--- src/rtl/ufr_pkg.sv ---
// Shared types, codes and the CRC-16/XMODEM byte update for the frame receiver.
`timescale 1ns / 1ps
`default_nettype none
package ufr_pkg;

   localparam logic [7:0]  HEADER_RESET  = 8'hAA;
   localparam logic [7:0]  TAIL_RESET    = 8'h55;
   localparam logic [7:0]  MAX_LEN_RESET = 8'd199;
   localparam logic [7:0]  MIN_LEN       = 8'd7;
   localparam logic [7:0]  OVERHEAD      = 8'd6;
   localparam logic [15:0] CRC_POLY      = 16'h1021;

   typedef enum logic [1:0] {
      CSR_HEADER  = 2'd0,
      CSR_TAIL    = 2'd1,
      CSR_MAX_LEN = 2'd2,
      CSR_NONE    = 2'd3
   } csr_index_type;

   typedef enum logic [2:0] {
      PH_HUNT = 3'd0,
      PH_LEN  = 3'd1,
      PH_PORT = 3'd2,
      PH_DATA = 3'd3,
      PH_CRCH = 3'd4,
      PH_CRCL = 3'd5,
      PH_TAIL = 3'd6
   } phase_type;

   typedef enum logic {
      KIND_PAYLOAD = 1'b0,
      KIND_VERDICT = 1'b1
   } kind_type;

   typedef enum logic [1:0] {
      STATUS_GOOD     = 2'd0,
      STATUS_BAD_CRC  = 2'd1,
      STATUS_BAD_TAIL = 2'd2
   } status_type;

   typedef struct packed {
      logic       kind;
      logic [7:0] port;
      logic [7:0] payload_byte;
      logic [7:0] payload_index;
      logic [7:0] payload_length;
      logic [1:0] status;
   } rsp_rec_type;

   typedef struct packed {
      logic       write;
      logic [1:0] index;
      logic [7:0] data;
   } csr_wr_type;

   function automatic logic [15:0] crc_feed(input logic [15:0] crc, input logic [7:0] b);
      logic [15:0] c;
      c = crc ^ {b, 8'h00};
      for (int i = 0; i < 8; i++) begin
         if (c[15]) begin
            c = {c[14:0], 1'b0} ^ CRC_POLY;
         end else begin
            c = {c[14:0], 1'b0};
         end
      end
      return c;
   endfunction

endpackage
`default_nettype wire

--- src/rtl/ufr_parser.sv ---
// Front end: configuration registers, frame state machine, CRC and result records.
`timescale 1ns / 1ps
`default_nettype none
module ufr_parser
   import ufr_pkg::*;
(
   input  wire logic        clock,
   input  wire logic        reset,
   input  wire csr_wr_type  csr_wr,
   input  wire logic        byte_valid,
   input  wire logic [7:0]  rx_byte,
   output logic             push,
   output rsp_rec_type      push_rec
);

   logic [7:0]  header_ff, header_in;
   logic [7:0]  tail_ff, tail_in;
   logic [7:0]  max_len_ff, max_len_in;
   phase_type   phase_ff, phase_in;
   logic [7:0]  bytes_left_ff, bytes_left_in;
   logic [7:0]  byte_index_ff, byte_index_in;
   logic [7:0]  port_ff, port_in;
   logic [7:0]  length_ff, length_in;
   logic [15:0] crc_ff, crc_in;
   logic [15:0] rx_crc_ff, rx_crc_in;
   logic [15:0] crc_next;
   logic [1:0]  verdict;

   always_comb begin
      header_in  = header_ff;
      tail_in    = tail_ff;
      max_len_in = max_len_ff;
      if (csr_wr.write) begin
         case (csr_index_type'(csr_wr.index))
            CSR_HEADER:  header_in  = csr_wr.data;
            CSR_TAIL:    tail_in    = csr_wr.data;
            CSR_MAX_LEN: max_len_in = csr_wr.data;
            default: ;
         endcase
      end
   end

   always_ff @(posedge clock) begin
      if (reset) begin
         header_ff  <= HEADER_RESET;
         tail_ff    <= TAIL_RESET;
         max_len_ff <= MAX_LEN_RESET;
      end else begin
         header_ff  <= header_in;
         tail_ff    <= tail_in;
         max_len_ff <= max_len_in;
      end
   end

   always_ff @(posedge clock) begin
      if (reset) begin
         phase_ff      <= PH_HUNT;
         bytes_left_ff <= '0;
         byte_index_ff <= '0;
         port_ff       <= '0;
         length_ff     <= '0;
         crc_ff        <= '0;
         rx_crc_ff     <= '0;
      end else begin
         phase_ff      <= phase_in;
         bytes_left_ff <= bytes_left_in;
         byte_index_ff <= byte_index_in;
         port_ff       <= port_in;
         length_ff     <= length_in;
         crc_ff        <= crc_in;
         rx_crc_ff     <= rx_crc_in;
      end
   end

   always_comb begin
      crc_next = crc_feed((phase_ff == PH_HUNT) ? 16'h0000 : crc_ff, rx_byte);

      if (rx_byte != tail_ff) begin
         verdict = STATUS_BAD_TAIL;
      end else if (rx_crc_ff != crc_ff) begin
         verdict = STATUS_BAD_CRC;
      end else begin
         verdict = STATUS_GOOD;
      end

      phase_in      = phase_ff;
      bytes_left_in = bytes_left_ff;
      byte_index_in = byte_index_ff;
      port_in       = port_ff;
      length_in     = length_ff;
      crc_in        = crc_ff;
      rx_crc_in     = rx_crc_ff;
      push          = 1'b0;

      push_rec.kind           = KIND_PAYLOAD;
      push_rec.port           = port_ff;
      push_rec.payload_byte   = rx_byte;
      push_rec.payload_index  = byte_index_ff;
      push_rec.payload_length = length_ff - OVERHEAD;
      push_rec.status         = STATUS_GOOD;

      if (byte_valid) begin
         case (phase_ff)
            PH_LEN: begin
               if (rx_byte >= MIN_LEN && rx_byte <= max_len_ff) begin
                  length_in     = rx_byte;
                  bytes_left_in = rx_byte - OVERHEAD;
                  byte_index_in = '0;
                  crc_in        = crc_next;
                  phase_in      = PH_PORT;
               end else begin
                  phase_in = PH_HUNT;
               end
            end
            PH_PORT: begin
               port_in  = rx_byte;
               crc_in   = crc_next;
               phase_in = PH_DATA;
            end
            PH_DATA: begin
               push          = 1'b1;
               crc_in        = crc_next;
               byte_index_in = byte_index_ff + 8'd1;
               bytes_left_in = bytes_left_ff - 8'd1;
               if (bytes_left_ff == 8'd1) begin
                  phase_in = PH_CRCH;
               end
            end
            PH_CRCH: begin
               rx_crc_in = {rx_byte, 8'h00};
               phase_in  = PH_CRCL;
            end
            PH_CRCL: begin
               rx_crc_in = {rx_crc_ff[15:8], rx_byte};
               phase_in  = PH_TAIL;
            end
            PH_TAIL: begin
               push                   = 1'b1;
               push_rec.kind          = KIND_VERDICT;
               push_rec.payload_byte  = '0;
               push_rec.payload_index = '0;
               push_rec.status        = verdict;
               phase_in               = PH_HUNT;
            end
            default: begin
               if (rx_byte == header_ff) begin
                  crc_in   = crc_next;
                  phase_in = PH_LEN;
               end else begin
                  phase_in = PH_HUNT;
               end
            end
         endcase
      end
   end

endmodule
`default_nettype wire

--- src/rtl/ufr_queue.sv ---
// Back end: result queue that holds records until the receiver takes them.
`timescale 1ns / 1ps
`default_nettype none
module ufr_queue
   import ufr_pkg::*;
#(
   parameter int DEPTH = 4
) (
   input  wire logic         clock,
   input  wire logic         reset,
   input  wire logic         push,
   input  wire rsp_rec_type  push_rec,
   input  wire logic         pop,
   output logic              full,
   output logic              not_empty,
   output rsp_rec_type       head_rec
);

   localparam int AW = (DEPTH > 1) ? $clog2(DEPTH) : 1;
   localparam int CW = $clog2(DEPTH + 1);

   rsp_rec_type mem_ff [DEPTH];
   logic [AW-1:0] wr_ptr_ff, wr_ptr_in;
   logic [AW-1:0] rd_ptr_ff, rd_ptr_in;
   logic [CW-1:0] count_ff, count_in;
   logic          do_push;
   logic          do_pop;

   assign full      = (count_ff == CW'(DEPTH));
   assign not_empty = (count_ff != '0);
   assign head_rec  = mem_ff[rd_ptr_ff];
   assign do_push   = push && !full;
   assign do_pop    = pop && not_empty;

   always_comb begin
      wr_ptr_in = wr_ptr_ff;
      rd_ptr_in = rd_ptr_ff;
      count_in  = count_ff;
      if (do_push) begin
         wr_ptr_in = (wr_ptr_ff == AW'(DEPTH - 1)) ? '0 : wr_ptr_ff + AW'(1);
      end
      if (do_pop) begin
         rd_ptr_in = (rd_ptr_ff == AW'(DEPTH - 1)) ? '0 : rd_ptr_ff + AW'(1);
      end
      if (do_push && !do_pop) begin
         count_in = count_ff + CW'(1);
      end else if (do_pop && !do_push) begin
         count_in = count_ff - CW'(1);
      end
   end

   always_ff @(posedge clock) begin
      if (reset) begin
         wr_ptr_ff <= '0;
         rd_ptr_ff <= '0;
         count_ff  <= '0;
      end else begin
         wr_ptr_ff <= wr_ptr_in;
         rd_ptr_ff <= rd_ptr_in;
         count_ff  <= count_in;
      end
   end

   always_ff @(posedge clock) begin
      if (do_push) begin
         mem_ff[wr_ptr_ff] <= push_rec;
      end
   end

endmodule
`default_nettype wire

--- src/rtl/uart_frame_receiver_crc16.sv ---
// Top level of the framed packet receiver with CRC-16/XMODEM check.
//
// Usage:
//   req_* carries one received byte per item (valid/stall). The block hunts
//   for frames: header, total length L, port, L-6 payload bytes, CRC high,
//   CRC low, tail. Each payload byte yields one rsp_* item (kind 0); the tail
//   byte yields one verdict item (kind 1, status ok / CRC mismatch / bad tail).
//   Other bytes yield no item.
//   csr_* writes header byte (0), tail byte (1) and max frame length (2);
//   csr_ready is always high and other indexes are ignored. Write only while
//   the block is idle.
//   Each result is registered in the queue before it appears on rsp_*.
//   Throughput: one byte per cycle while req_stall is low. The next parser
//   state and one byte-wide CRC update are computed combinationally for each
//   accepted byte; results pass through a QUEUE_DEPTH-entry queue to rsp_*.
//   When the receiver stalls, results collect in the queue; once it is full,
//   req_stall rises until an item leaves.
//   Reset restores the default registers, returns to hunting and empties the
//   queue.
`timescale 1ns / 1ps
`default_nettype none
module uart_frame_receiver_crc16
   import ufr_pkg::*;
#(
   parameter int QUEUE_DEPTH = 4
) (
   input  wire logic        clock,
   input  wire logic        reset,
   input  wire logic        req_valid,
   output logic             req_stall,
   input  wire logic [7:0]  req_rx_byte,
   output logic             rsp_valid,
   input  wire logic        rsp_stall,
   output logic             rsp_kind,
   output logic [7:0]       rsp_port,
   output logic [7:0]       rsp_payload_byte,
   output logic [7:0]       rsp_payload_index,
   output logic [7:0]       rsp_payload_length,
   output logic [1:0]       rsp_status,
   input  wire logic        csr_valid,
   output logic             csr_ready,
   input  wire logic [1:0]  csr_index,
   input  wire logic [7:0]  csr_data
);

   csr_wr_type  csr_wr;
   logic        queue_full;
   logic        push;
   rsp_rec_type push_rec;
   rsp_rec_type head_rec;

   assign csr_ready    = 1'b1;
   assign csr_wr.write = csr_valid && csr_ready;
   assign csr_wr.index = csr_index;
   assign csr_wr.data  = csr_data;
   assign req_stall    = queue_full;

   ufr_parser u_parser (
      .clock      (clock),
      .reset      (reset),
      .csr_wr     (csr_wr),
      .byte_valid (req_valid && !req_stall),
      .rx_byte    (req_rx_byte),
      .push       (push),
      .push_rec   (push_rec)
   );

   ufr_queue #(
      .DEPTH (QUEUE_DEPTH)
   ) u_queue (
      .clock     (clock),
      .reset     (reset),
      .push      (push),
      .push_rec  (push_rec),
      .pop       (!rsp_stall),
      .full      (queue_full),
      .not_empty (rsp_valid),
      .head_rec  (head_rec)
   );

   assign rsp_kind           = head_rec.kind;
   assign rsp_port           = head_rec.port;
   assign rsp_payload_byte   = head_rec.payload_byte;
   assign rsp_payload_index  = head_rec.payload_index;
   assign rsp_payload_length = head_rec.payload_length;
   assign rsp_status         = head_rec.status;

endmodule
`default_nettype wire

--- config.mk ---
export PLATFORM = sky130hd
export DESIGN_NAME = uart_frame_receiver_crc16
export DESIGN_NICKNAME = d
export VERILOG_FILES = /design/src/rtl/ufr_pkg.sv /design/src/rtl/ufr_parser.sv /design/src/rtl/ufr_queue.sv /design/src/rtl/uart_frame_receiver_crc16.sv
export SDC_FILE = /design/constraint.sdc
export NUM_CORES = 1
export LEC_CHECK = 0
export BUFFER_PORTS_ARGS = -buffer_cell sky130_fd_sc_hd__buf_4
export CORE_ASPECT_RATIO = 2
export CORE_MARGIN = 4
export CORE_UTILIZATION = 60
export DETAILED_ROUTE_END_ITERATION = 10
export PLACE_DENSITY = 0.88
export REMOVE_ABC_BUFFERS = 1
export SYNTH_ARGS = -nofsm -noshare
export SYNTH_HDL_FRONTEND = slang
export SYNTH_HIERARCHICAL = 1
export SYNTH_SLANG_ARGS = --single-unit
--- constraint.sdc ---
create_clock -name clock -period 4.2 [get_ports clock]
set_input_delay 0.42 -clock clock [delete_from_list [all_inputs] [get_ports clock]]
set_output_delay 0.42 -clock clock [all_outputs]
set_load 0.01 [all_outputs]
==> results of run 1 <==
[layer usage]
layer / global-route usage / vias to the layer above / routed length, um
li1: - / 3174 / -
met1: 0.268 / 3414 / 7950
met2: 0.431 / 303 / 12600
met3: 0.0246 / 90 / 1310
met4: 0.118 / 0 / 1250
met5: 0 / - / 0
[power breakdown]
part           switching (mW)  total (mW)  internal (mW)
combinational           0.255       0.510          0.255
sequential             0.0716        2.57           2.50
clock                   0.798        1.77          0.969
[layout make-up]
| cell class | instances | area, um^2 |
|---|---|---|
| clock buffers | 24 | 494 |
| clock inverters | 10 | 114 |
| fillers | 1182 | 5530 |
| inverters | 22 | 101 |
| multi-input cells | 537 | 4020 |
| flip-flops and latches | 240 | 6210 |
| well taps | 210 | 263 |
| repair buffers | 72 | 541 |
[state kept, by name (all words and copies together), names as in the netlist, named ones only]
name and count:
u_queue/wr_ptr_ff 2, u_parser/header_ff 8, u_parser/max_len_ff 8, u_parser/byte_index_ff 8
u_parser/tail_ff 8, u_parser/crc_ff 16, u_queue/count_ff 3, u_parser/phase_ff 3
u_parser/rx_crc_ff 16, u_queue/rd_ptr_ff 2, u_parser/length_ff 8, u_parser/port_ff 8
u_parser/bytes_left_ff 8, u_queue/mem_ff 140
[cell usage after synthesis (all sizes together), types with 2 or more instances]
library cell  count  area, um^2
nand3            14        70.1
or4              10        75.1
nand2            78         293
o21ai            23         115
edfxtp          140        4200
nor3             15        80.1
nor2b             7        51.3
xor2             22         193
mux2i            18         180
a211o            13         114
or2               5        31.3
mux4             35         788
or3               8        50.1
nor4              3        33.8
nand3b            7        52.6
a21boi            2        15.0
nor3b             3        22.5
o31ai             8        70.1
nor2             57         216
and2             17         106
ha               19         238
a21oi            66         334
xnor2            49         429
and3              7        43.8
nand2b           10        62.6
buf              22         141
nand4            10        62.6
clkbuf           33         125
a22oi             3        22.5
a211oi            7        52.6
o211ai            3        36.3
inv              20        75.1
a31oi             4        25.0
dfxtp           100        2000
[cells by family after synthesis]
family | Yosys count | share of synthesized area
xor+xnor | 71 | 0.0587
mux | 54 | 0.0925
flops | 240 | 0.586
buf+inv | 77 | 0.0347
other cells | 1 | 0.000354
simple gates | 256 | 0.123
fa+ha+maj | 20 | 0.0243
compound gates | 135 | 0.0803
[cells in the final DEF, fill, tap and decap left out, types with 2 or more instances in the layout]
cell type | Yosys | routed
nor4_1 | 2 | 2
o21ai_1 | 6 | 6
dfxtp_1 | 100 | 99
clkbuf_1 | 32 | 5
nand3_1 | 14 | 14
o21ai_0 | 17 | 17
nor2b_1 | 6 | 6
bufinv_16 | 0 | 2
clkinv_4 | 1 | 2
edfxtp_1 | 140 | 140
buf_4 | 4 | 72
nor3_1 | 14 | 14
or3_1 | 8 | 8
a22oi_1 | 3 | 3
nand2b_1 | 10 | 10
o31ai_2 | 2 | 2
ha_1 | 19 | 19
clkinvlp_4 | 0 | 3
nand3b_1 | 7 | 7
nor3b_1 | 3 | 3
inv_1 | 20 | 20
a31oi_1 | 4 | 4
nand2_1 | 78 | 78
nor2_1 | 56 | 56
or4_1 | 10 | 10
a21boi_0 | 2 | 2
a211o_1 | 13 | 13
or2_2 | 5 | 5
and3_1 | 7 | 7
a211oi_1 | 7 | 7
mux4_2 | 35 | 35
xor2_1 | 22 | 22
xnor2_1 | 49 | 49
o211ai_1 | 2 | 2
and2_1 | 17 | 17
mux2i_1 | 18 | 18
o31ai_1 | 6 | 6
a21oi_1 | 65 | 65
nand4_1 | 10 | 10
clkbuf_16 | 0 | 19
[worst max path at each step]
| stage | end | slack [ns] | cells after the start |
|---|---|---|---|
| 2_1_floorplan | u_queue/count_ff[2] | 0.89 | 15 |
| 3_3_place_gp | u_queue/count_ff[2] | 0.88 | 16 |
| 3_5_place_dp | u_queue/count_ff[2] | 0.80 | 16 |
| 4_1_cts | u_queue/count_ff[2] | 0.76 | 16 |
| 5_1_grt | u_queue/count_ff[2] | 0.45 | 16 |
| 6_report | u_queue/count_ff[2] | 0.73 | 16 |
==> results.md, run 1 <==
* Final setup fails at 0
* Maximum vdd ir drop at roughly 0.00033 V
* I/O Buffers at 59
* Slew Viols, Final at 0
* Critical path startpoint: u_queue/count_ff[0]
* Crit. End Element: register
* First-pass DRT Iterations at 7
* TritonCTS buffer count at 19
* Root buffer cell: clkbuf_16
* Worst R2R Path Depth at 16
* Ratio of final minimum period to clock period at 0.825
* Cells after Synth at roughly 850
* Delay-heaviest family, CP: simple AND/OR/NAND/NOR gates
* Worst-Skew Late Latency at 0.50 ns
* Max Freq at around 290 MHz
* Register area share after synthesis at 0.586
* # DRC at 0
* CP max stage cell: dfxtp_1
* Status: finished, final reports clean
* Clk sinks at 240
* RR Endpoint: u_queue/count_ff[2]
* Number of global-route vias before repair at ~7,000
* Setup slack after layout at 0.733 ns
* Post-synth ARST share at 0
* Max Root-Sink Buffers at 3
* Vias/cell at ~6.3
* Worst R2R Start: u_queue/count_ff[0]
* ANT nets after route at 0
* Gr usage total at 0.237
* CP max stage delay at roughly 0.45 ns
* Largest fanout on the critical path at 19
* Initial Util at 0.613
* Max_slew headroom at 0.263
* Setup CP Type: register to register
* Leak at a little over 4 nW
* DR vias at about 7,000
* GP Congestion at 0.875
* First-pass GRT wire length at approximately 37 mm
* Setup Total Neg Slack at 0 ns
* Dpl ws at 0.799 ns
* HP Class: input port to register
* Cell Area, Placed at 11,100 um^2
* Power per Cell Area at 413 nW/um^2
* Type of origin of the critical path: register
* Core ar. at 17,300 um^2
* Clock transition at path regs at around 0.07 ns
* Initial antenna violation count at 0
* Synthesis-to-layout area growth at 10.8%
* H-tree levels at 1
* Worst Path Required at 4.60 ns
* Hold EP: u_parser/header_ff[3]
* Worst hold start: csr_data[3]
* 1st-iter DRT viols at 591
* Synth unique cells at 62
* N_diodes at 0
* Cts repair resizes at 0
* Design Power at between 4 and 5 mW
* Placed cell count at 1,081
* Top cell by count, worst path: nand2_1
* RSZ-0062 raised after global routing: false
* Non-Filler Instances at 1,115
* CTS tree: yes
* Core Util, Final at 0.680
* Worst slew pin tran at 1.10 ns
* Worst clock skew at 0.0193 ns
* Hold WS at 0.147 ns
* Worst reg2reg setup slack at 0.73 ns
* Hold buffer count at cts at 0
* Layout net count at 935
* Die ar. at around 20,000 um^2
* Number of I/O pins at just over 60
* Synth Cell Area at between 10,000 and 15,000 um^2
* Total setup buffers inserted after CTS at 0
* Mean Syn Cell Area at 12.4 um^2
* Post-synth EDFFs at 140
* Drt wl/cell at 20.7 um
* Die Span Y at 196 um
* Largest net degree at the start of global routing at 91
* CP Buf/Inv Count at 4
* Synthesis-stage register bit count at 240
* Minimum clock period at 3.47 ns
* Die outline width at 102 um
* DP HPWL at between 10 and 15 mm
* Grt total ovfl at 0
* Top FF cell, synth: edfxtp_1
* Finished layout cell area at 11,700 um^2
* Synth warnings at 6
* Total Wirelength at 23.1 mm
* Critical path cell sequence: or3b_1 > clkinv_4 > nor2b_4 > nand2_1 > nor2_1 > nand2_1 > buf_4 > nand2_1 > bufinv_8 > nor2_2 > ha_1 > inv_1 > fa_1 > xor2_1 > or3_1 > a21oi_1
* CP arrival at about 3.9 ns
* Hold Crit Depth at 2
* Fin. Hold Viols at 0
* Max-cap violation count at 0
* Num rows at 68
* Layout cells sized above 1 at 0.170
Note: power is estimated with default switching activity, not from simulation.
==> inputs of run 2 (changes only) <==
- CORE_UTILIZATION: 60 -> 55
- PLACE_DENSITY: 0.88 -> 0.85
- clock period: 4.2 -> 2.9 ns (I/O delays scaled with it)
==> run 2 against run 1 <==
Sequential power rose by 42%. Sequential share of layout area shrank 1.5 points. Setup slack worse by 0.59 ns. Register-to-register slack lost 0.59 ns. Design area grew 2.8%. Largest cell class unchanged. Total power grew 47%. Hold slack got worse by 0.12 ns. Die area grew 8.5%. Clock skew decreased by 0.0038 ns. Combinational power increased by 69%. Count of clock-buffer cells in the layout is 4 higher. Final cell count rose by 6.5%.
==> results.md, run 2 (same netlist as run 1, synthesis figures left out) <==
* TritonCTS buffer count at 20 (was 19)
* Max-cap violation count at 0 (unchanged)
* Initial Util at 0.560 (was 0.613)
* Setup CP Type: register to register (unchanged)
* DR vias at 6,897 (was 6,981)
* Drt wl/cell at 19.3 um (was 20.7 um)
* HP Class: input port to register (unchanged)
* Status: finished, final reports clean (unchanged)
* Most common cell after layout, fill and taps aside: edfxtp_1 (unchanged)
* Grt total ovfl at 0 (unchanged)
* Largest net degree at the start of global routing at 54 (was 91)
* Clock group share of total power at 0.366 (was 0.365)
* Delay-heaviest family, CP: simple AND/OR/NAND/NOR gates (unchanged)
* Clock transition at path regs at 0.07 ns (about the same)
* Largest Register: u_queue/mem_ff (unchanged)
* Finished layout cell area at 12,100 um^2 (was 11,700 um^2)
* Crit. End Element: register (unchanged)
* Setup Total Neg Slack at 0 ns (unchanged)
* First-pass DRT Iterations at 5 (was 7)
* Worst clock skew at 0.0155 ns (was 0.0193 ns)
* Internal power at 5.50 mW (was 3.72 mW)
* ANT nets after route at 0 (unchanged)
* Ratio of final minimum period to clock period at 0.951 (was 0.825)
* CP max stage cell: fa_1 (was dfxtp_1)
* Maximum vdd ir drop at 0.000276 V (was 0.000330 V)
* Reg power frac at 0.513 (was 0.530)
* Critical path cell sequence: or3b_4 > clkinv_4 > nor2b_4 > nand2_1 > nor2_1 > nand2_1 > nand2_2 > bufinv_8 > nor2_4 > ha_2 > inv_1 > fa_1 > xor2_1 > or3_1 > a21oi_1 (was or3b_1 > clkinv_4 > nor2b_4 > nand2_1 > nor2_1 > nand2_1 > buf_4 > nand2_1 > bufinv_8 > nor2_2 > ha_1 > inv_1 > fa_1 > xor2_1 > or3_1 > a21oi_1)
* Layout net count at 962 (was 935)
* Total Wirelength at 22.9 mm (was 23.1 mm)
* CP Buf/Inv Count at 3 (was 4)
* GP Congestion at 0.898 (was 0.875)
* CP max stage delay at 0.37 ns (was 0.45 ns)
* Gr usage total at 0.213 (was 0.237)
* 1st-iter DRT viols at 367 (was 591)
* CTS tree: yes (unchanged)
* Worst-Skew Late Latency at 0.49 ns (was 0.50 ns)
* CP arrival at 3.17 ns (was 3.87 ns)
* Clk sinks at 240 (unchanged)
* Cell Area, Placed at 11,400 um^2 (was 11,100 um^2)
* Final setup fails at 0 (unchanged)
* Dpl ws at 0.118 ns (was 0.799 ns)
* Worst Path Required at 3.31 ns (was 4.60 ns)
* Num rows at 71 (was 68)
* Die outline width at 106 um (was 102 um)
* Setup slack after layout at 0.142 ns (was 0.733 ns)
* First-pass GRT wire length at 36.6 mm (was 37.0 mm)
* Max Root-Sink Buffers at 3 (unchanged)
* N_diodes at 0 (unchanged)
* Minimum clock period at 2.76 ns (was 3.47 ns)
* Worst slew pin tran at 0.962 ns (was 1.10 ns)
* Psw at 1.62 mW (was 1.12 mW)
* Type of origin of the critical path: register (unchanged)
* Net Sw Frac at 0.227 (was 0.232)
* Count of filler cells inserted in the layout at 1,405 (was 1,182)
* H-tree levels at 1 (unchanged)
* Die ar. at 21,700 um^2 (was 20,000 um^2)
* Synthesis-to-layout area growth at 14.0% (was 10.8%)
* Power per Cell Area at 590 nW/um^2 (was 413 nW/um^2)
* Number of I/O pins at 61 (unchanged)
* Most frequent cells in the layout: edfxtp_1 (140), dfxtp_1 (98), buf_4 (95) (was edfxtp_1 (140), dfxtp_1 (99), nand2_1 (78))
* Leak at 4.23 nW (was 4.06 nW)
* Hold WS at 0.0220 ns (was 0.147 ns)
* Top cell by count, worst path: nand2_1 (unchanged)
* Root buffer cell: clkbuf_16 (unchanged)
* Die Span Y at 204 um (was 196 um)
* Max Freq at 363 MHz (was 288 MHz)
* Fin. Hold Viols at 0 (unchanged)
* Top flop regs: u_queue/mem_ff (140), u_parser/crc_ff (16), u_parser/rx_crc_ff (16) (unchanged)
* # DRC at 0 (unchanged)
* Number of global-route vias before repair at 7,157 (was 7,173)
* Core Util, Final at 0.638 (was 0.680)
* Initial antenna violation count at 0 (unchanged)
* DP HPWL at 15.6 mm (was 14.8 mm)
* Slew Viols, Final at 0 (unchanged)
* Max_slew headroom at 0.354 (was 0.263)
* Combinational group share of total power at 0.121 (was 0.105)
* Core ar. at 18,900 um^2 (was 17,300 um^2)
* Largest register FFs at 140 (unchanged)
* Largest fanout on the critical path at 5 (was 19)
* Layout cells sized above 1 at 0.199 (was 0.170)
* Vias/cell at 5.81 (was 6.26)
* I/O Buffers at 59 (unchanged)
==> run 2: cell types whose count changed in the layout (fill, tap and decap cells not counted), sizes merged <==
cell / before / now
clkbuf: 24 / 28
buf: 72 / 98
clkinv: 4 / 8
clkinvlp: 4 / 0
bufinv: 3 / 2
inv: 21 / 20
==> run 2: repair_timing <==
| item | in CTS | in global routing |
|---|---|---|
| resized for setup | 0 | 5 |
| hold buffers | 0 | 0 |
| setup endpoints to repair | 0 | 1 |
| setup buffers | 0 | 1 |
==> run 2: worst paths after layout <==
path                                             from                    end  slack [ns]  cells past startpoint
worst max register to register    u_queue/count_ff[2]    u_queue/count_ff[2]        0.14                     15
worst max-delay path              u_queue/count_ff[2]    u_queue/count_ff[2]        0.14                     15
worst min register to register  u_parser/rx_crc_ff[0]  u_parser/rx_crc_ff[0]        0.47                      2
worst min-delay path                      csr_data[5]  u_parser/header_ff[5]        0.02                      2
==> run 2: routing by layer <==
metal | vias to the layer above | GRT usage | share of wire
li1 | 3229 | - | -
met1 | 3391 | 0.222 | 0.35
met2 | 205 | 0.405 | 0.55
met3 | 72 | 0.0259 | 0.044
met4 | 0 | 0.120 | 0.061
met5 | - | 0 | 0
==> run 2: cell type report <==
class                      instances  area, um^2  area share
clock inverter                     8        62.6     0.00518
multi-input combinational        537        4040       0.334
inverter                          22         101     0.00839
clock buffer                      28         572      0.0474
timing repair buffer              98         773      0.0640
sequential                       240        6210       0.514
tap                              255         319      0.0264
==> run 2: per-stage QoR <==
| stage | cells | total power [mW] |
|---|---|---|
| final | 1188 | 7.12 |
| after global routing | 1188 | 7.41 |
| after CTS | 1187 | 7.16 |
| after detailed placement | 1151 | 4.59 |
| after global placement | 1151 | 4.58 |
| after floorplan | 799 | 4.25 |
==> run 2: power by group through the flow <==
stage,Combinational [mW],Sequential [mW],Clock (mW)
6_report,0.863,3.65,2.61
5_1_grt,0.950,3.65,2.81
4_1_cts,0.867,3.65,2.65
3_5_place_dp,0.864,3.72,0
3_3_place_gp,0.854,3.72,0
2_1_floorplan,0.440,3.81,0
==> run 2: worst register-to-register path, delay by kind of cell (launching register included) <==
family                     cells  cell delay [ns]
xor gates and xnor gates       1             0.17
AOI/OAI and AO/OA              1             0.16
buffers and inverters          3             0.31
and+or+nand+nor                8             1.15
adders and majority gates      2             0.56
DFF                            1             0.34
